<file path="config.mk">
export PLATFORM = sky130hd
export DESIGN_NAME = lbp_window
export DESIGN_NICKNAME = d
export VERILOG_FILES = /design/src/rtl/lbp_pkg.sv /design/src/rtl/lbp_window.sv
export SDC_FILE = /design/constraint.sdc
export NUM_CORES = 1
export LEC_CHECK = 0
export ABC_AREA = 1
export BUFFER_PORTS_ARGS = -buffer_cell sky130_fd_sc_hd__buf_2
export CORE_ASPECT_RATIO = 1.25
export CORE_MARGIN = 3
export CORE_UTILIZATION = 56
export DETAILED_ROUTE_END_ITERATION = 10
export PLACE_DENSITY = 0.8
export SLEW_MARGIN = 0
export SYNTH_ARGS = -nofsm -noshare
export SYNTH_HDL_FRONTEND = slang
export SYNTH_SLANG_ARGS = --single-unit
</file>
<file path="constraint.sdc">
create_clock -name clock -period 2.1 [get_ports clock]
set_clock_uncertainty 0.15 [all_clocks]
set_input_delay 0.42 -clock clock [delete_from_list [all_inputs] [get_ports clock]]
set_output_delay 0.42 -clock clock [all_outputs]
set_load 0.03 [all_outputs]
</file>
<file path="src/rtl/lbp_pkg.sv">
// Package for the 3x3 local binary pattern block: sizes, reset values,
// register indexes and the position struct shared by the modules.
// No dependencies.
package lbp_pkg;

   localparam int LBP_MAX_WIDTH  = 1024;
   localparam int LBP_PIXEL_BITS = 8;

   localparam int WIDTH_REG_BITS  = 11;
   localparam int HEIGHT_REG_BITS = 12;
   localparam int CSR_DATA_BITS   = 12;
   localparam int CSR_INDEX_BITS  = 1;

   localparam logic [WIDTH_REG_BITS-1:0]  FRAME_WIDTH_RESET  = 11'd640;
   localparam logic [HEIGHT_REG_BITS-1:0] FRAME_HEIGHT_RESET = 12'd480;

   localparam logic [CSR_INDEX_BITS-1:0] CSR_FRAME_WIDTH  = 1'b0;
   localparam logic [CSR_INDEX_BITS-1:0] CSR_FRAME_HEIGHT = 1'b1;

   // Where the accepted pixel sits in the frame.
   typedef struct packed {
      logic emit;   // center is an interior pixel, a code is due
      logic last;   // final code of the frame
   } lbp_pos_type;

endpackage

</file>
<file path="src/rtl/lbp_window.sv">
// Window stage: takes the line RAM read data, writes the shifted lines back,
// keeps the two held columns, forms the code and drives the output register.
// Uses lbp_pkg for lbp_pos_type.
module lbp_window
   import lbp_pkg::*;
#(
   parameter int PIXEL_BITS = LBP_PIXEL_BITS,
   parameter int ADDR_BITS  = 10
) (
   input  logic                      clock,
   input  logic                      reset,
   input  logic                      in_accept,
   input  logic [PIXEL_BITS-1:0]     in_pix,
   input  logic [ADDR_BITS-1:0]      in_addr,
   input  lbp_pos_type               in_pos,
   output logic                      in_ready,
   input  logic [2*PIXEL_BITS-1:0]   rd_data,
   output logic                      wr_en,
   output logic [ADDR_BITS-1:0]      wr_addr,
   output logic [2*PIXEL_BITS-1:0]   wr_data,
   output logic                      out_valid,
   input  logic                      out_ready,
   output logic [7:0]                out_code,
   output logic                      out_last
);

   logic                  s1_valid_ff, s1_valid_in;
   logic [PIXEL_BITS-1:0] s1_pix_ff;
   logic [ADDR_BITS-1:0]  s1_addr_ff;
   lbp_pos_type           s1_pos_ff;
   logic                  s1_adv, s1_fire;

   logic [PIXEL_BITS-1:0] win_ff [6];
   logic [PIXEL_BITS-1:0] top, mid, bot, ctr;
   logic [7:0]            code;

   logic       out_valid_ff, out_valid_in;
   logic [7:0] out_code_ff;
   logic       out_last_ff;

   // stage 1 moves on unless it owes a code and the output register is full and not being taken
   assign s1_adv      = !s1_valid_ff || !s1_pos_ff.emit || !out_valid_ff || out_ready;
   assign s1_fire     = s1_valid_ff && s1_adv;
   assign s1_valid_in = in_accept || (s1_valid_ff && !s1_adv);
   assign in_ready    = s1_adv;

   always_ff @(posedge clock) begin
      if (reset) begin
         s1_valid_ff <= 1'b0;
      end else begin
         s1_valid_ff <= s1_valid_in;
      end
   end

   always_ff @(posedge clock) begin
      if (in_accept) begin
         s1_pix_ff  <= in_pix;
         s1_addr_ff <= in_addr;
         s1_pos_ff  <= in_pos;
      end
   end

   assign top = rd_data[2*PIXEL_BITS-1:PIXEL_BITS];
   assign mid = rd_data[PIXEL_BITS-1:0];
   assign bot = s1_pix_ff;
   assign ctr = win_ff[1];

   // older line takes the newer one, newer takes the current pixel
   assign wr_en   = s1_fire;
   assign wr_addr = s1_addr_ff;
   assign wr_data = {mid, bot};

   always_comb begin
      code[7] = (win_ff[3] >= ctr);
      code[6] = (win_ff[0] >= ctr);
      code[5] = (top       >= ctr);
      code[4] = (mid       >= ctr);
      code[3] = (bot       >= ctr);
      code[2] = (win_ff[2] >= ctr);
      code[1] = (win_ff[5] >= ctr);
      code[0] = (win_ff[4] >= ctr);
   end

   always_ff @(posedge clock) begin
      if (reset) begin
         for (int i = 0; i < 6; i++) begin
            win_ff[i] <= '0;
         end
      end else if (s1_fire) begin
         win_ff[3] <= win_ff[0];
         win_ff[4] <= win_ff[1];
         win_ff[5] <= win_ff[2];
         win_ff[0] <= top;
         win_ff[1] <= mid;
         win_ff[2] <= bot;
      end
   end

   always_comb begin
      if (s1_fire && s1_pos_ff.emit) begin
         out_valid_in = 1'b1;
      end else if (out_ready) begin
         out_valid_in = 1'b0;
      end else begin
         out_valid_in = out_valid_ff;
      end
   end

   always_ff @(posedge clock) begin
      if (reset) begin
         out_valid_ff <= 1'b0;
      end else begin
         out_valid_ff <= out_valid_in;
      end
   end

   always_ff @(posedge clock) begin
      if (s1_fire && s1_pos_ff.emit) begin
         out_code_ff <= code;
         out_last_ff <= s1_pos_ff.last;
      end
   end

   assign out_valid = out_valid_ff;
   assign out_code  = out_code_ff;
   assign out_last  = out_last_ff;

endmodule
</file>
==> reports/qor.yml, run 1 <==
yosys:
  synth_nets: 531
  ys_types: 20
  yosysSeqAreaShare_pct: 52.6
  synth_cells: 427
  synth_top_cell_by_area: "edfxtp_1"
  syn_avg_cell_area_sq_um: 10.5
  syn-cell-area_sq_um: 4470
  synthTopCellsByArea: "edfxtp_1, ha_1, inv_1"
  yosys.area.top_type_share_pct: 51.7
  synth_seq_cells: 79
  synth_warnings: 0
clock_tree:
  cts_buffers: 9
  cts_root_buffer: "clkbuf_8"
  clk_pin_slew_ps: 80
  htreeDepth: 3
  clockBufferDepth: 2
  numClockSinks: 79
  cts_tree: "built"
  cts_resized: 0
  cts_hold_buf: 0
  postCtsSetupBuffers: 0
  insertion_delay_ps: 350
placement:
  port-buffer-count: 77
  dp_slack_ps: 277
  gp_congestion: 0.787
  dp_hpwl_mm: 6.12
  placedCellCount: 586
  place_area_sq_um: 4910
finish:
  syn_to_final_growth_pct: 14.7
  final_nets: 609
  multiInputGateArea_sq_um: 1690
  drive_gt1_share_pct: 23.1
  layout.cells.non_filler: 602
  regArea_sq_um: 2350
  n_fill_cell: 566
  fin_util_pct: 67.7
  final_cell_area_sq_um: 5130
  antenna_cells: 0
floorplanning:
  rows: 35
  core_sq_um: 7580
  fp.dieW_um: 85.9
  die-area_sq_um: 9100
  dieHeight_um: 106
  start_util_pct: 59.0
  io_pins: 78
critical_path:
  worst_setup_path_end_kind: "register"
  slowest_stage: "edfxtp_1"
  crit_type: "reg -> reg"
  crit_fanout: 9
  cpPeakStageDelay_ps: 380
  arrival_ps: 1840
  required_ps: 2050
  start_kind: "register"
  path_cells: "inv_1 -> ha_1 -> nand2_1 -> inv_1 -> nor2_1 -> o21a_1 -> nand2_1"
routing:
  dr.pass1.iters: 5
  drc: 0
  drt_iter0_drc: 188
  viasPerCell: 5.03
  routedWlPerCell_um: 14.0
  num_vias: 3027
  wirelength_mm: 8.42
  ant_nets: 0
sta:
  slew_headroom_pct: 69.3
  layout_min_cycle_time_ps: 1890
  rsz0062_at_grt: "false"
  hold_viol: 0
  fin_ws_ps: 208
  worst-slew-pin-transition_ps: 460
  hold-worst-slack_ps: 98.0
  slew_viol_final: 0
  finalCritPeriodShare_pct: 90.1
  fmax_ghz: 0.529
  finalSetupViolCount: 0
  tns_ps: 0
grt:
  grt_pass1_vias: 3159
  grt_usage_pct: 19.7
  grt_max_degree: 49
  antenna_found_initial: 0
  overflow: 0
  grt_pass1_wl_mm: 13.8
power_and_ir_drop:
  finalPower_mw: 3.81
  leakage_nw: 2.52
  ir_drop_mv: 0.742
  p_per_area_nw_per_um2: 743
status:
  status: "finished, final reports clean"
flow_run:
  maxCapViolCount: 0
hold_path:
  hold_path_class: "in -> reg"
-- flip-flops by register name, summed over array words and instances (netlist names) --
signal and flops:
win_ff 48, wr_addr 10, bot 8, out_code 8, s1_pos_ff 2, out_last 1, out_valid 1, s1_valid_ff 1
-- cells in the mapped netlist --
| library cell | instances |
|---|---|
| buf_6 | 2 |
| o21a_1 | 7 |
| nor2_2 | 10 |
| buf_4 | 8 |
| a21boi_4 | 1 |
| nor2_1 | 48 |
| inv_1 | 85 |
| buf_8 | 1 |
| a21oi_1 | 17 |
| nand2_1 | 79 |
| nor2_4 | 11 |
| dfxtp_1 | 2 |
| nand2_2 | 1 |
| buf_2 | 2 |
| a21o_1 | 1 |
| nand3_1 | 9 |
| edfxtp_1 | 77 |
| nand4_1 | 1 |
| ha_1 | 64 |
| or2_2 | 1 |
-- critical path: cells and delay by family, from the launching register on --
family / cells / cell delay (ps)
buffers and inverters: 2 / 400
DFF: 1 / 380
adders and majority gates: 1 / 340
and+or+nand+nor: 3 / 220
AOI/OAI and AO/OA: 1 / 160
-- layer usage --
layer	vias up	GRT usage [%]	wire [um]
li1	1525	-	-
met1	1404	21.6	3320
met2	84	35.1	4380
met3	14	5.35	539
met4	0	8.48	180
met5	-	0	0
-- layout by cell type, fill, tap and decap left out --
master,n
buf_12,2
nand2_1,79
clkbuf_8,10
clkbuf_1,2
a21boi_4,1
clkinv_2,2
o21a_1,7
nand3_1,9
nor2_4,11
ha_1,64
a21oi_1,17
dfxtp_1,2
buf_2,77
nor2_1,48
inv_1,85
nand2_2,1
nor2_2,10
nand4_1,1
a21o_1,1
or2_2,1
edfxtp_1,77
bufinv_16,2
buf_4,1
-- cell type report --
type	count	share of cell area, %
multi-input combinational	250	33.0
timing repair buffer	80	8.45
tap	92	2.25
sequential	79	45.9
inverter	85	6.22
clock inverter	4	1.37
clock buffer	12	2.83
-- final timing paths --
check | startpoint | endpoint | slack (ps) | depth (start not counted)
worst max-delay path | win_ff[0][15] | out_code[3] | 210 | 7
worst min-delay path | in_addr[5] | wr_addr[5] | 100 | 1
worst max register to register | win_ff[0][15] | out_code[3] | 210 | 7
worst min register to register | s1_pos_ff[0] | out_last | 290 | 0
-- cells by family after synthesis --
logic type | count (synthesis) | share of synthesized area (%)
DFF | 79 | 52.6
and+or+nand+nor | 160 | 16.3
AOI/OAI and AO/OA | 26 | 3.67
adders and majority gates | 64 | 17.9
buffers and inverters | 98 | 9.54
-- report_power, final --
group          total, mW  internal, mW  switching (mW)  leakage (nW)
combinational      0.678         0.243           0.434          1.60
clock               1.24         0.700           0.537         0.110
sequential          1.90          1.85          0.0480         0.808
(Power assumes the default switching activity.)
==> run 2: changes to the inputs <==
--- a/config.mk
+++ b/config.mk
@@ -5,7 +5,6 @@
 export SDC_FILE = /design/constraint.sdc
 export NUM_CORES = 1
 export LEC_CHECK = 0
-export ABC_AREA = 1
 export BUFFER_PORTS_ARGS = -buffer_cell sky130_fd_sc_hd__buf_2
 export CORE_ASPECT_RATIO = 1.25
 export CORE_MARGIN = 3
==> run 2 against run 1 <==
Global-route usage fell by 0.17 points. Routed wire length down 9.3%. Hold slack improved by 4.3 ps. Flip-flop and latch count stayed put. Die area is 6.3% lower. Sequential power is essentially flat. Final cell count is 21% lower. Sequential share of layout area up 3.2 points. Highest routed layer unchanged.
==> reports/qor.yml, run 2 <==
routing:
  routedWlPerCell_um: 16.0  # +14%
  viasPerCell: 5.41  # +7.5%
  dr.pass1.iters: 4  # -1
  num_vias: 2584  # -15%
  ant_nets: 0  # unchanged
  drc: 0  # unchanged
  wirelength_mm: 7.64  # -9.3%
  drt_iter0_drc: 154  # -18%
grt:
  grt_pass1_vias: 2740  # -13%
  antenna_found_initial: 0  # unchanged
  grt_use_met2_pct: 35.4  # +0.32 points
  met3_usage_pct: 4.48  # -0.87 points
  overflow: 0  # unchanged
  grt_max_degree: 49  # unchanged
  use_met1_pct: 22.3  # +0.73 points
  grt_usage_pct: 19.5  # -0.17 points
  busiest_layer: "met2"
  grt_pass1_wl_mm: 12.8  # -7.1%
yosys:
  synth.area.mux_share_pct: 0  # unchanged
  synth_seq_cells: 79  # unchanged
  synth_nets: 407  # -23%
  yosysSeqAreaShare_pct: 56.4  # +3.8 points
  yosys.area.top_type_share_pct: 55.4  # +3.7 points
  yosysMostFrequentCell: "edfxtp_1"
  synthAdderAreaFrac_pct: 19.2  # +1.3 points
  synth_compound_area_share_pct: 9.00  # +5.3 points
  synth_top_family_by_area: "adder cells"
  synth_async_sr_flop_share_pct: 0  # unchanged
  synth_common_cells: "edfxtp_1, ha_1, and2_1"
  syn-cell-area_sq_um: 4170  # -6.7%
  ys_types: 21  # +5.0%
  synth_cells: 303  # -29%
  syn_avg_cell_area_sq_um: 13.8  # +32%
  synth-main-ff-cell: "edfxtp_1"
  synth_warnings: 0  # unchanged
  synthTopCellsByArea: "edfxtp_1, ha_1, and2_1"
  yosys.area_share.simple_pct: 11.4  # -4.8 points
  synth_edf_count: 77  # unchanged
  synth_top_cell_by_area: "edfxtp_1"
  synth-xor-area-share_pct: 0  # unchanged
finish:
  drive_gt1_share_pct: 26.0  # +2.9 points
  antenna_cells: 0  # unchanged
  final_nets: 487  # -20%
  final_cell_mix: "edfxtp_1, buf_2, ha_1"
  n_fill_cell: 523  # -7.6%
  syn_to_final_growth_pct: 14.8
  regArea_sq_um: 2350  # unchanged
  largest_reg_flops: 48  # unchanged
  regMostFlops: "win_ff"
  multiInputGateArea_sq_um: 1670  # -1.6%
  layout.cells.non_filler: 478  # -21%
power_and_ir_drop:
  power.switching_mw: 0.901  # -12%
  power_frac_clock_pct: 27.4  # -5.1 points
  pwr-share-seq_pct: 55.6  # +5.8 points
  switching_share_pct: 26.4  # -0.35 points
  combPwrFrac_pct: 17.0  # -0.8 points
  ir_drop_mv: 0.692  # -6.7%
  finalPower_mw: 3.41  # -10%
  p_int_mw: 2.51  # -10%
  leakage_nw: 2.21  # -12%
  p_per_area_nw_per_um2: 712  # -4.2%
sta:
  fmax_ghz: 0.484  # -8.4%
  hold_viol: 0  # unchanged
  slew_headroom_pct: 27.2  # -42 points
  slew_viol_final: 0  # unchanged
  finalSetupViolCount: 0  # unchanged
  worst-slew-pin-transition_ps: 1090  # +627 ps
  hold-worst-slack_ps: 102  # +4.29 ps
  finalCritPeriodShare_pct: 98.3  # +8.2 points
  layout_min_cycle_time_ps: 2060  # +173 ps
placement:
  gp_congestion: 0.847  # +7.7%
  port-buffer-count: 77  # unchanged
  dp_hpwl_mm: 5.50  # -10%
  placedCellCount: 459  # -22%
clock_tree:
  cts_root_buffer: "clkbuf_8"
  cts_tree: "built"
  insertion_delay_ps: 340  # about the same
  cts_buffers: 9  # unchanged
  clockBufferDepth: 2  # unchanged
  numClockSinks: 79  # unchanged
  htreeDepth: 3  # unchanged
  clk_pin_slew_ps: 80  # about the same
  cts_hold_buf: 0  # unchanged
hold_path:
  hold_path_class: "in -> reg"
critical_path:
  worst_setup_path_end_kind: "register"
  crit_family: "compound AO/OA/AOI/OAI gates"
  timing.critical_path.buf_inv: 2  # unchanged
  slowest_stage: "edfxtp_1"
  required_ps: 2040  # about the same
  start_kind: "register"
  crit_fanout: 7  # -2
  crit_type: "reg -> reg"
  cpPeakStageDelay_ps: 400  # +20 ps
  path_cells: "clkinvlp_4 -> buf_4 -> ha_1 -> a21o_1 -> a221oi_1 -> o21ai_1"
  arrival_ps: 2010  # +170 ps
floorplanning:
  fp.dieW_um: 83.2  # -3.2%
  rows: 34  # -2.9%
  io_pins: 78  # unchanged
  core_sq_um: 7100  # -6.2%
  start_util_pct: 58.7  # -0.27 points
  dieHeight_um: 103  # -3.2%
  die-area_sq_um: 8530  # -6.3%
flow_run:
  maxCapViolCount: 0  # unchanged
status:
  status: "finished, final reports clean"
[run 2: changes by cell type in the layout (fill, tap and decap cells not counted), sizes merged, moves of 8 or more]
cell | before | now
nand2 | 80 | 1
inv | 85 | 15
nor2 | 69 | 2
and2 | 0 | 48
a21o | 1 | 24
a21oi | 17 | 3
a221oi | 0 | 8
a31oi | 0 | 8
and3 | 0 | 8
nand2b | 0 | 8
o21ai | 0 | 8
[run 2: final timing paths]
path	cells past startpoint	from	slack [ps]	endpoint
max reg2reg	6	win_ff[0][12]	40	out_code[7]
min	1	in_addr[9]	100	wr_addr[9]
min reg2reg	0	s1_pos_ff[0]	270	out_last
max	6	win_ff[0][12]	40	out_code[7]
[run 2: layer usage]
layer,share of wire (%),routed length (um)
met4,2.2,165
met5,0,0
met2,51,3900
met3,5.7,436
met1,41,3130
[run 2: power by group through the flow]
stage | Clock [mW] | Sequential [mW] | Combinational, mW
global placement | 0 | 1.93 | 0.548
floorplan | 0 | 1.99 | 0.318
detailed placement | 0 | 1.93 | 0.576
CTS | 0.960 | 1.90 | 0.579
global route | 1.03 | 1.91 | 0.659
finish | 0.933 | 1.90 | 0.581
[run 2: logic make-up (layout without fill, tap and decap cells)]
logic type,count (synthesis),in the layout
compound gates,52,52
flops,79,79
simple gates,78,78
fa+ha+maj,64,64
buf+inv,30,115
[run 2: through the flow]
step / util, % / setup TNS, ps / area, sq um / setup WS [ps]
after detailed placement: 64.8 / -1.84 / 4600 / -1.84
after global placement: 64.8 / 0 / 4600 / 30.5
after floorplan: - / 0 / 4180 / 131
after CTS: 66.9 / 0 / 4750 / 9.78
final: 67.4 / 0 / 4790 / 35.2
after global routing: 67.4 / -96.8 / 4790 / -34.7
[run 2: area by class of cell]
cell class | count | share of cell area, %
Clock inverter | 2 | 0.209
Tap cell | 90 | 2.35
Inverter | 17 | 1.49
Timing Repair Buffer | 82 | 9.09
Clock buffer | 14 | 2.98
Multi-Input combinational cell | 194 | 34.8
Sequential cell | 79 | 49.1
[run 2: timing repair]
action	in CTS	in global routing
setup buffers	0	3
endpoints found under the setup margin	1	3
resized for setup	1	5
