===== src/rtl/lbp_pkg.sv =====
// Package for the 3x3 local binary pattern block: sizes, reset values,
// register indexes and the position struct shared by the modules.
// No dependencies.
package lbp_pkg;

   localparam int LBP_MAX_WIDTH  = 1024;
   localparam int LBP_PIXEL_BITS = 8;

   localparam int WIDTH_REG_BITS  = 11;
   localparam int HEIGHT_REG_BITS = 12;
   localparam int CSR_DATA_BITS   = 12;
   localparam int CSR_INDEX_BITS  = 1;

   localparam logic [WIDTH_REG_BITS-1:0]  FRAME_WIDTH_RESET  = 11'd640;
   localparam logic [HEIGHT_REG_BITS-1:0] FRAME_HEIGHT_RESET = 12'd480;

   localparam logic [CSR_INDEX_BITS-1:0] CSR_FRAME_WIDTH  = 1'b0;
   localparam logic [CSR_INDEX_BITS-1:0] CSR_FRAME_HEIGHT = 1'b1;

   // Where the accepted pixel sits in the frame.
   typedef struct packed {
      logic emit;   // center is an interior pixel, a code is due
      logic last;   // final code of the frame
   } lbp_pos_type;

endpackage


===== src/rtl/lbp_raster_ctl.sv =====
// Raster position tracking: frame size registers, column and row counters.
// Uses lbp_pkg for register indexes, reset values and lbp_pos_type.
module lbp_raster_ctl
   import lbp_pkg::*;
#(
   parameter int MAX_WIDTH = LBP_MAX_WIDTH
) (
   input  logic                          clock,
   input  logic                          reset,
   input  logic                          csr_we,
   input  logic [CSR_INDEX_BITS-1:0]     csr_index,
   input  logic [CSR_DATA_BITS-1:0]      csr_wdata,
   input  logic                          in_accept,
   output logic [$clog2(MAX_WIDTH)-1:0]  col,
   output lbp_pos_type                   pos
);

   localparam int CW = $clog2(MAX_WIDTH);
   localparam int EW = (CW + 1 > WIDTH_REG_BITS) ? CW + 1 : WIDTH_REG_BITS;
   localparam int RW = HEIGHT_REG_BITS + 1;

   logic [WIDTH_REG_BITS-1:0]  width_ff;
   logic [HEIGHT_REG_BITS-1:0] height_ff;
   logic [CW-1:0]              col_ff, col_in;
   logic [HEIGHT_REG_BITS-1:0] row_ff, row_in;

   logic [EW-1:0] width_ext, eff_width, col_next;
   logic [HEIGHT_REG_BITS-1:0] eff_height;
   logic [RW-1:0] row_next;
   logic          col_wrap, row_wrap;

   always_ff @(posedge clock) begin
      if (reset) begin
         width_ff  <= FRAME_WIDTH_RESET;
         height_ff <= FRAME_HEIGHT_RESET;
      end else if (csr_we) begin
         unique case (csr_index)
            CSR_FRAME_WIDTH:  width_ff  <= csr_wdata[WIDTH_REG_BITS-1:0];
            CSR_FRAME_HEIGHT: height_ff <= csr_wdata[HEIGHT_REG_BITS-1:0];
            default: ;
         endcase
      end
   end

   // clamp width to 3..MAX_WIDTH, height to at least 3
   always_comb begin
      width_ext = EW'(width_ff);
      if (width_ext < EW'(3)) begin
         eff_width = EW'(3);
      end else if (width_ext > EW'(MAX_WIDTH)) begin
         eff_width = EW'(MAX_WIDTH);
      end else begin
         eff_width = width_ext;
      end
      eff_height = (height_ff < HEIGHT_REG_BITS'(3)) ? HEIGHT_REG_BITS'(3) : height_ff;
   end

   assign col_next = EW'(col_ff) + EW'(1);
   assign row_next = RW'(row_ff) + RW'(1);
   assign col_wrap = (col_next >= eff_width);
   assign row_wrap = (row_next >= RW'(eff_height));

   always_comb begin
      col_in = col_ff;
      row_in = row_ff;
      if (in_accept) begin
         if (col_wrap) begin
            col_in = '0;
            row_in = row_wrap ? '0 : row_next[HEIGHT_REG_BITS-1:0];
         end else begin
            col_in = col_next[CW-1:0];
         end
      end
   end

   always_ff @(posedge clock) begin
      if (reset) begin
         col_ff <= '0;
         row_ff <= '0;
      end else begin
         col_ff <= col_in;
         row_ff <= row_in;
      end
   end

   assign col      = col_ff;
   assign pos.emit = (row_ff >= HEIGHT_REG_BITS'(2)) && (col_ff >= CW'(2));
   assign pos.last = row_wrap && col_wrap;

endmodule


===== config.mk =====
export PLATFORM = sky130hd
export DESIGN_NAME = lbp_raster_ctl
export DESIGN_NICKNAME = d
export VERILOG_FILES = /design/src/rtl/lbp_pkg.sv /design/src/rtl/lbp_raster_ctl.sv
export SDC_FILE = /design/constraint.sdc
export NUM_CORES = 1
export LEC_CHECK = 0
export ABC_AREA = 1
export BUFFER_PORTS_ARGS = -buffer_cell sky130_fd_sc_hd__buf_2
export CAP_MARGIN = 0
export CELL_PAD_IN_SITES_DETAIL_PLACEMENT = 0
export CELL_PAD_IN_SITES_GLOBAL_PLACEMENT = 1
export CORE_UTILIZATION = 39
export DETAILED_ROUTE_END_ITERATION = 6
export PLACE_DENSITY = 0.8
export SYNTH_ARGS = -nofsm -noshare
export SYNTH_HDL_FRONTEND = slang
export SYNTH_SLANG_ARGS = --single-unit

===== constraint.sdc =====
create_clock -name clock -period 2.3 [get_ports clock]
set_input_delay 0.23 -clock clock [delete_from_list [all_inputs] [get_ports clock]]
set_output_delay 0.23 -clock clock [all_outputs]
set_load 0.03 [all_outputs]

==> run metrics, run 1 <==
post-synthesis cell count=418; clock network power share=28.7%; most frequent cells after synthesis=nand2_1 (98), nor2_1 (57), inv_1 (51), dfxtp_1 (45), ha_1 (27); top-count cell post-synth=nand2_1; share of cells above drive strength 1=38.1%; top_reg_cell synth=dfxtp_1; die span in y=88.9 microns; Synth Area per Inst=7.04 sq um; slowest stage cell on the critical path=dfxtp_2; Slew Limit Fails=0; crit-path leading delay family=simple AND/OR/NAND/NOR gates; FF-to-FF path depth=17; P_sw=0.526 mW; CP Cell Sequence=ha_4 -> nand2_2 -> nor2_2 -> nand2_2 -> nor3_2 -> xor2_1 -> ha_1 -> nand2_1 -> nor2_2 -> nand2_1 -> nor2_1 -> nor2_1 -> nand3_1 -> nor2_4 -> a21oi_2 -> buf_6; CP endpoint kind=primary output; Clock Sinks=45; CTS root buffer=clkbuf_8; Final HPWL DP=5890 microns; GR Overflow Total=0; initial antenna violation count=0; WL/cell=12.6 microns; Period minus WS final=2.94 ns; Yosys top cell area share=30.6%; fin util=57.3%; vias per std cell=4.77; PD cells=419 nW/um^2; Worst Path Required=2.07 ns; Final WS setup=-0.640 ns; P_leak=1.99 nW; DRT iter0 DRCs=94; Detailed Routing Iterations Pass 1=4; num rows=31; Synth warnings=0; Post-DRT Antenna Nets=0; Die ar.=7900 sq um; largest net degree at the start of global routing=26; Slew HR=47.6%; crit path DAT=2.71 ns; CTS buffer count=5; IO Port Bufs=28; synthesized area=2940 sq um; Post-synth EDFFs=0; Synth Register Bits=45; Starting Density=40.4%; peak supply drop=0.272 mV; Setup Skew=0.00955 ns; WHS=0.190 ns; GRT Overall Usage=20.7%; Hold Vio Cnt, Final=0; nets=561; first-pass GRT wire length=12500 microns; Max stage delay on crit path=0.36 ns; Crit path depth=16; dominant cells by area after synthesis=dfxtp_1 (31%), nand2_1 (12%), ha_1 (11%); Worst Path Max Fanout=3; largest area contributor in the netlist=dfxtp_1; status=finished with violations; synthesis-to-layout area growth=41.9%; final WL=7790 microns; CTS HTree Levels=2; switch share=30.0%; WP buf/inv=1; GP Congestion=0.822; final setup fails=23; RSZ-0062 raised after global routing=yes; width of the die=88.9 microns; clk buf depth=2; sequential area share after synthesis=30.6%; CTS tree=done; Reg2Reg Setup Slack=-0.44 ns; part of the power in registers=47.5%; drc violations=0; Worst Max-Slew Pin Slew=0.785 ns; Max Clock Freq=340 MHz; worst skew pair latency=0.30 ns; syn nets=462; HP Class=primary input to flip-flop; Combinational Power Share=23.8%; ANT cells=0; Core ar.=7290 sq um; crit path kind=flip-flop to primary output; maxcap violations=0; Critical Path Source Type=flip-flop; cell internal pwr=1.23 mW; Yosys cell types=37; via count=2936; FFs w/ async S/R, synth=0%; Ports=29; failing checks=negative setup slack; hold depth=3; Fillers=723; vias in the first global route=2751; final period utilization=128%; clk slew on worst S/H paths=0.09 ns
## cell families after synthesis
kind of cell             after synthesis  synth area share (%)
AO/OA/AOI/OAI                         66                  13.9
XOR/XNOR                              13                  4.12
adder cells (fa/ha/maj)               27                  11.5
buffers and inverters                 62                  7.95
flip-flops                            45                  30.6
AND/OR/NAND/NOR                      205                  31.9
## worst paths after layout
| path | start | endpoint |
|---|---|---|
| max | row_ff[1] | pos[0] |
| min | csr_wdata[5] | height_ff[5] |
| max reg2reg | width_ext[7] | row_ff[9] |
| min reg2reg | col[4] | col[4] |
## placed cells by master (no fill, tap or decap), types with 2 or more instances in the layout
| cell type | instances |
|---|---|
| nand2_1 | 80 |
| buf_4 | 64 |
| nor2_1 | 50 |
| inv_1 | 48 |
| dfxtp_1 | 37 |
| buf_2 | 27 |
| a21oi_1 | 20 |
| o21ai_0 | 20 |
| ha_1 | 19 |
| nand2_2 | 14 |
| nand3_1 | 13 |
| xor2_1 | 11 |
| nand2_4 | 10 |
| nor2_2 | 9 |
| buf_6 | 9 |
| nor2_4 | 8 |
| ha_4 | 8 |
| dfxtp_2 | 8 |
| a21oi_2 | 7 |
| nor4_1 | 6 |
| clkbuf_8 | 6 |
| o21ai_2 | 5 |
| o211ai_1 | 5 |
| inv_2 | 4 |
| nand2_8 | 4 |
| nand4_1 | 3 |
| o22ai_2 | 3 |
| nand3_2 | 2 |
## cell type report
| class | instances | area (sq um) | share of cell area (%) |
|---|---|---|---|
| clock buffers | 7 | 86.3 | 2.07 |
| well taps | 99 | 124 | 2.96 |
| repair buffers | 100 | 717 | 17.2 |
| multi-input cells | 311 | 2130 | 51.0 |
| flip-flops and latches | 45 | 911 | 21.8 |
| inverters | 54 | 208 | 4.97 |
## metrics by stage
step	setup slack, ns	total power, mW	setup TNS (ns)	cell area (sq um)	cells
finish	-0.640	1.75	-8.76	4180	616
detailed placement	-0.386	1.17	-7.31	3650	596
global placement	-0.338	1.16	-6.74	3650	596
floorplan	-0.172	1.05	-2.09	2980	418
CTS	-0.574	1.69	-8.87	3900	607
global route	-0.808	1.84	-12.99	4180	616
## power by group through the flow
stage,logic [mW],clock network (mW),registers [mW]
6_report,0.418,0.503,0.832
5_1_grt,0.461,0.542,0.835
4_1_cts,0.345,0.513,0.831
3_5_place_dp,0.317,0,0.850
3_3_place_gp,0.313,0,0.849
2_1_floorplan,0.191,0,0.859
## what timing repair did
item / 4_1_cts / 5_1_grt
hold endpoints to repair: 0 / 0
endpoints found under the setup margin: 23 / 23
buffers inserted: 4 / 9
hold buffers: 0 / 0
resized for setup: 24 / 50
pin swaps: 16 / 35
## tightest hold or removal path, stage by stage
cell	delay, ns
buf_2	0.10
nand2_1	0.05
o211ai_1	0.06
## state kept, by name (all words and copies together) (netlist names)
register and flops:
width_ext 11, height_ff 12, col 10, row_ff 12
## per-layer routing
layer  part of all wire, %  GRT usage, %
met3                   2.5          3.54
met5                     0             0
met2                    49          35.7
met4                  0.96          4.55
met1                    47          26.9
Note: power is estimated with default switching activity, not from simulation.
==> run 2, diff against run 1 <==
--- a/config.mk
+++ b/config.mk
@@ -5,14 +5,14 @@
 export SDC_FILE = /design/constraint.sdc
 export NUM_CORES = 1
 export LEC_CHECK = 0
-export ABC_AREA = 1
 export BUFFER_PORTS_ARGS = -buffer_cell sky130_fd_sc_hd__buf_2
 export CAP_MARGIN = 0
 export CELL_PAD_IN_SITES_DETAIL_PLACEMENT = 0
 export CELL_PAD_IN_SITES_GLOBAL_PLACEMENT = 1
+export CORE_MARGIN = 5
 export CORE_UTILIZATION = 39
 export DETAILED_ROUTE_END_ITERATION = 6
-export PLACE_DENSITY = 0.8
+export PLACE_DENSITY = 0.76
 export SYNTH_ARGS = -nofsm -noshare
 export SYNTH_HDL_FRONTEND = slang
 export SYNTH_SLANG_ARGS = --single-unit
==> run metrics, run 2 <==
CTS HTree Levels=2 (unchanged); die span in y=94.2 microns (was 88.9 microns); Post-synth EDFFs=0 (unchanged); Critical Path Source Type=flip-flop (unchanged); first-pass GRT wire length=12600 microns (was 12500 microns); largest area contributor in the netlist=dfxtp_1 (unchanged); Detailed Routing Iterations Pass 1=4 (unchanged); WL/cell=13.6 microns (was 12.6 microns); vias per std cell=4.99 (was 4.77); CP endpoint kind=primary output (unchanged); Fillers=645 (was 723); FF-to-FF path depth=13 (was 17); HP Class=primary input to flip-flop (unchanged); clk slew on worst S/H paths=0.08 ns (was 0.09 ns); Synth Area per Inst=7.76 sq um (was 7.04 sq um); Max stage delay on crit path=0.37 ns (was 0.36 ns); FFs w/ async S/R, synth=0% (unchanged); P_leak=1.88 nW (was 1.99 nW); final period utilization=127% (was 128%); peak supply drop=0.233 mV (was 0.272 mV); largest net degree at the start of global routing=30 (was 26); post-synthesis cell count=356 (was 418); Hold Vio Cnt, Final=0 (unchanged); Slew Limit Fails=0 (unchanged); Post-DRT Antenna Nets=0 (unchanged); failing checks=negative setup slack (unchanged); CTS root buffer=clkbuf_8 (unchanged); final WL=7600 microns (was 7790 microns); placed insts=540 (was 596); most frequent cells after synthesis=nand2_1 (77), dfxtp_1 (45), ha_1 (27), a21oi_1 (25), inv_1 (21) (was nand2_1 (98), nor2_1 (57), inv_1 (51), dfxtp_1 (45), ha_1 (27)); Period minus WS final=2.91 ns (was 2.94 ns); most frequent cells in the layout=buf_4 (81), nand2_1 (74), dfxtp_1 (36), buf_2 (27) (was nand2_1 (80), buf_4 (64), nor2_1 (50), inv_1 (48), dfxtp_1 (37)); Worst Max-Slew Pin Slew=0.601 ns (was 0.785 ns); worst skew pair latency=0.30 ns (about the same); crit-path leading delay family=simple AND/OR/NAND/NOR gates (unchanged); crit path kind=flip-flop to primary output (unchanged); CTS tree=done (unchanged); vias in the first global route=2763 (was 2751); final setup fails=23 (unchanged); maxcap violations=0 (unchanged); Synth warnings=0 (unchanged); WP buf/inv=2 (was 1); share of cells above drive strength 1=41.4% (was 38.1%); hold depth=3 (unchanged); Worst Path Required=2.07 ns (about the same); num rows=30 (was 31); width of the die=94.2 microns (was 88.9 microns); Ports=29 (unchanged); Layout Cells excl Fill=557 (was 616); nets=505 (was 561); Synth Register Bits=45 (unchanged); clk buf depth=2 (unchanged); RSZ-0062 raised after global routing=yes (unchanged); via count=2781 (was 2936); fin util=60.6% (was 57.3%); GRT Overall Usage=17.8% (was 20.7%); Starting Density=40.5% (was 40.4%); dominant cells by area after synthesis=dfxtp_1 (33%), ha_1 (12%), nand2_1 (10%) (was dfxtp_1 (31%), nand2_1 (12%), ha_1 (11%)); Max Clock Freq=344 MHz (was 340 MHz); DRT iter0 DRCs=72 (was 94); synthesis-to-layout area growth=49.8% (was 41.9%); slowest stage cell on the critical path=dfxtp_4 (was dfxtp_2); Yosys top cell area share=32.6% (was 30.6%); top_reg_cell synth=dfxtp_1 (unchanged); initial antenna violation count=0 (unchanged); Final WS setup=-0.610 ns (was -0.640 ns); Setup Skew=0.00881 ns (was 0.00955 ns); Yosys cell types=43 (was 37); crit path DAT=2.68 ns (was 2.71 ns); ANT cells=0 (unchanged); status=finished with violations (unchanged); CTS buffer count=5 (unchanged); Worst Path Max Fanout=3 (unchanged); IO Port Bufs=28 (unchanged); CP Cell Sequence=ha_4 -> and3_4 -> and4_4 -> nand4_1 -> xnor2_1 -> ha_1 -> a21o_1 -> a221oi_2 -> buf_4 -> a32oi_2 -> buf_6 (was ha_4 -> nand2_2 -> nor2_2 -> nand2_2 -> nor3_2 -> xor2_1 -> ha_1 -> nand2_1 -> nor2_2 -> nand2_1 -> nor2_1 -> nor2_1 -> nand3_1 -> nor2_4 -> a21oi_2 -> buf_6); synthesized area=2760 sq um (was 2940 sq um); PD cells=388 nW/um^2 (was 419 nW/um^2); Final HPWL DP=5770 microns (was 5890 microns); hold buffer count at CTS=0 (unchanged); most common cell after layout, fill and taps aside=buf_4 (was nand2_1); syn nets=400 (was 462); Slew HR=59.9% (was 47.6%); sequential area share after synthesis=32.6% (was 30.6%); top-count cell post-synth=nand2_1 (unchanged); drc violations=0 (unchanged); Die ar.=8870 sq um (was 7900 sq um); GR Overflow Total=0 (unchanged); Clock Sinks=45 (unchanged); Core ar.=6830 sq um (was 7290 sq um); Crit path depth=11 (was 16); GP Congestion=0.825 (was 0.822)
## run 2: cell count changes in the layout (fill, tap and decap cells not counted), sizes merged, moves of 6 or more
cell   previous run  this run
xnor2             2         8
o21ai            25        13
nand2           108        78
nor2             67        18
inv              53        21
a21o              0         6
and2              0         6
buf             100       114
## run 2: stage by stage
step	TNS, ns	instance area, sq um	total power, mW	hold WS [ns]	setup WS [ns]
after CTS	-8.68	4020	1.61	0.169	-0.611
after detailed placement	-8.20	3730	1.10	0.455	-0.524
after global placement	-7.75	3730	1.09	0.455	-0.428
after floorplan	-5.70	2960	0.986	0.351	-0.330
final	-8.71	4140	1.61	0.172	-0.610
after global routing	-11.92	4140	1.68	0.180	-0.730
## run 2: where the power goes
part,internal [mW],leakage [nW],switching (mW)
Combinational,0.138,1.47,0.149
Clock,0.239,0.0443,0.265
Sequential,0.798,0.373,0.0191
Total,1.18,1.88,0.433
## run 2: area by class of cell
class	instances	area [sq um]	area share, %
multi-input combinational	273	2080	50.3
sequential	45	930	22.5
timing repair buffer	114	837	20.2
tap	96	120	2.90
clock buffer	7	86.3	2.09
inverter	22	82.6	1.99
## run 2: path summary, 6_finish.rpt
| check | start | endpoint | slack [ns] |
|---|---|---|---|
| hold reg to reg | height_ff[1] | height_ff[1] | 0.47 |
| setup / recovery | row_ff[1] | pos[0] | -0.61 |
| hold / removal | csr_wdata[9] | width_ext[9] | 0.17 |
| setup reg to reg | row_ff[1] | row_ff[10] | -0.53 |
## run 2: repair_timing
action / 4_1_cts / 5_1_grt
gates cloned: 0 / 0
endpoints found under the setup margin: 23 / 23
endpoints found under the hold margin: 0 / 0
pin swaps: 14 / 12
gates resized for setup: 29 / 21
setup buffers: 10 / 0
## run 2: metal layers
layer	vias up	share of wire, %	global-route usage [%]	routed length [microns]
met3	6	3.3	2.96	251
li1	1452	-	-	-
met5	-	0	0	0
met4	0	0.75	4.33	57
met1	1281	47	23.2	3580
met2	42	49	30.4	3710
## run 2: tightest hold or removal path: stages
cell and delay [ns]:
buf_2 0.09, nand2_1 0.05, nand3b_1 0.06
## run 2: kinds of logic after synthesis
family	count (synthesis)	share of synthesized area, %
buffers and inverters	38	5.52
AOI/OAI and AO/OA	69	16.3
xor gates and xnor gates	18	5.70
DFF	45	32.6
muxes	1	0.362
and+or+nand+nor	158	27.3
adders and majority gates	27	12.2
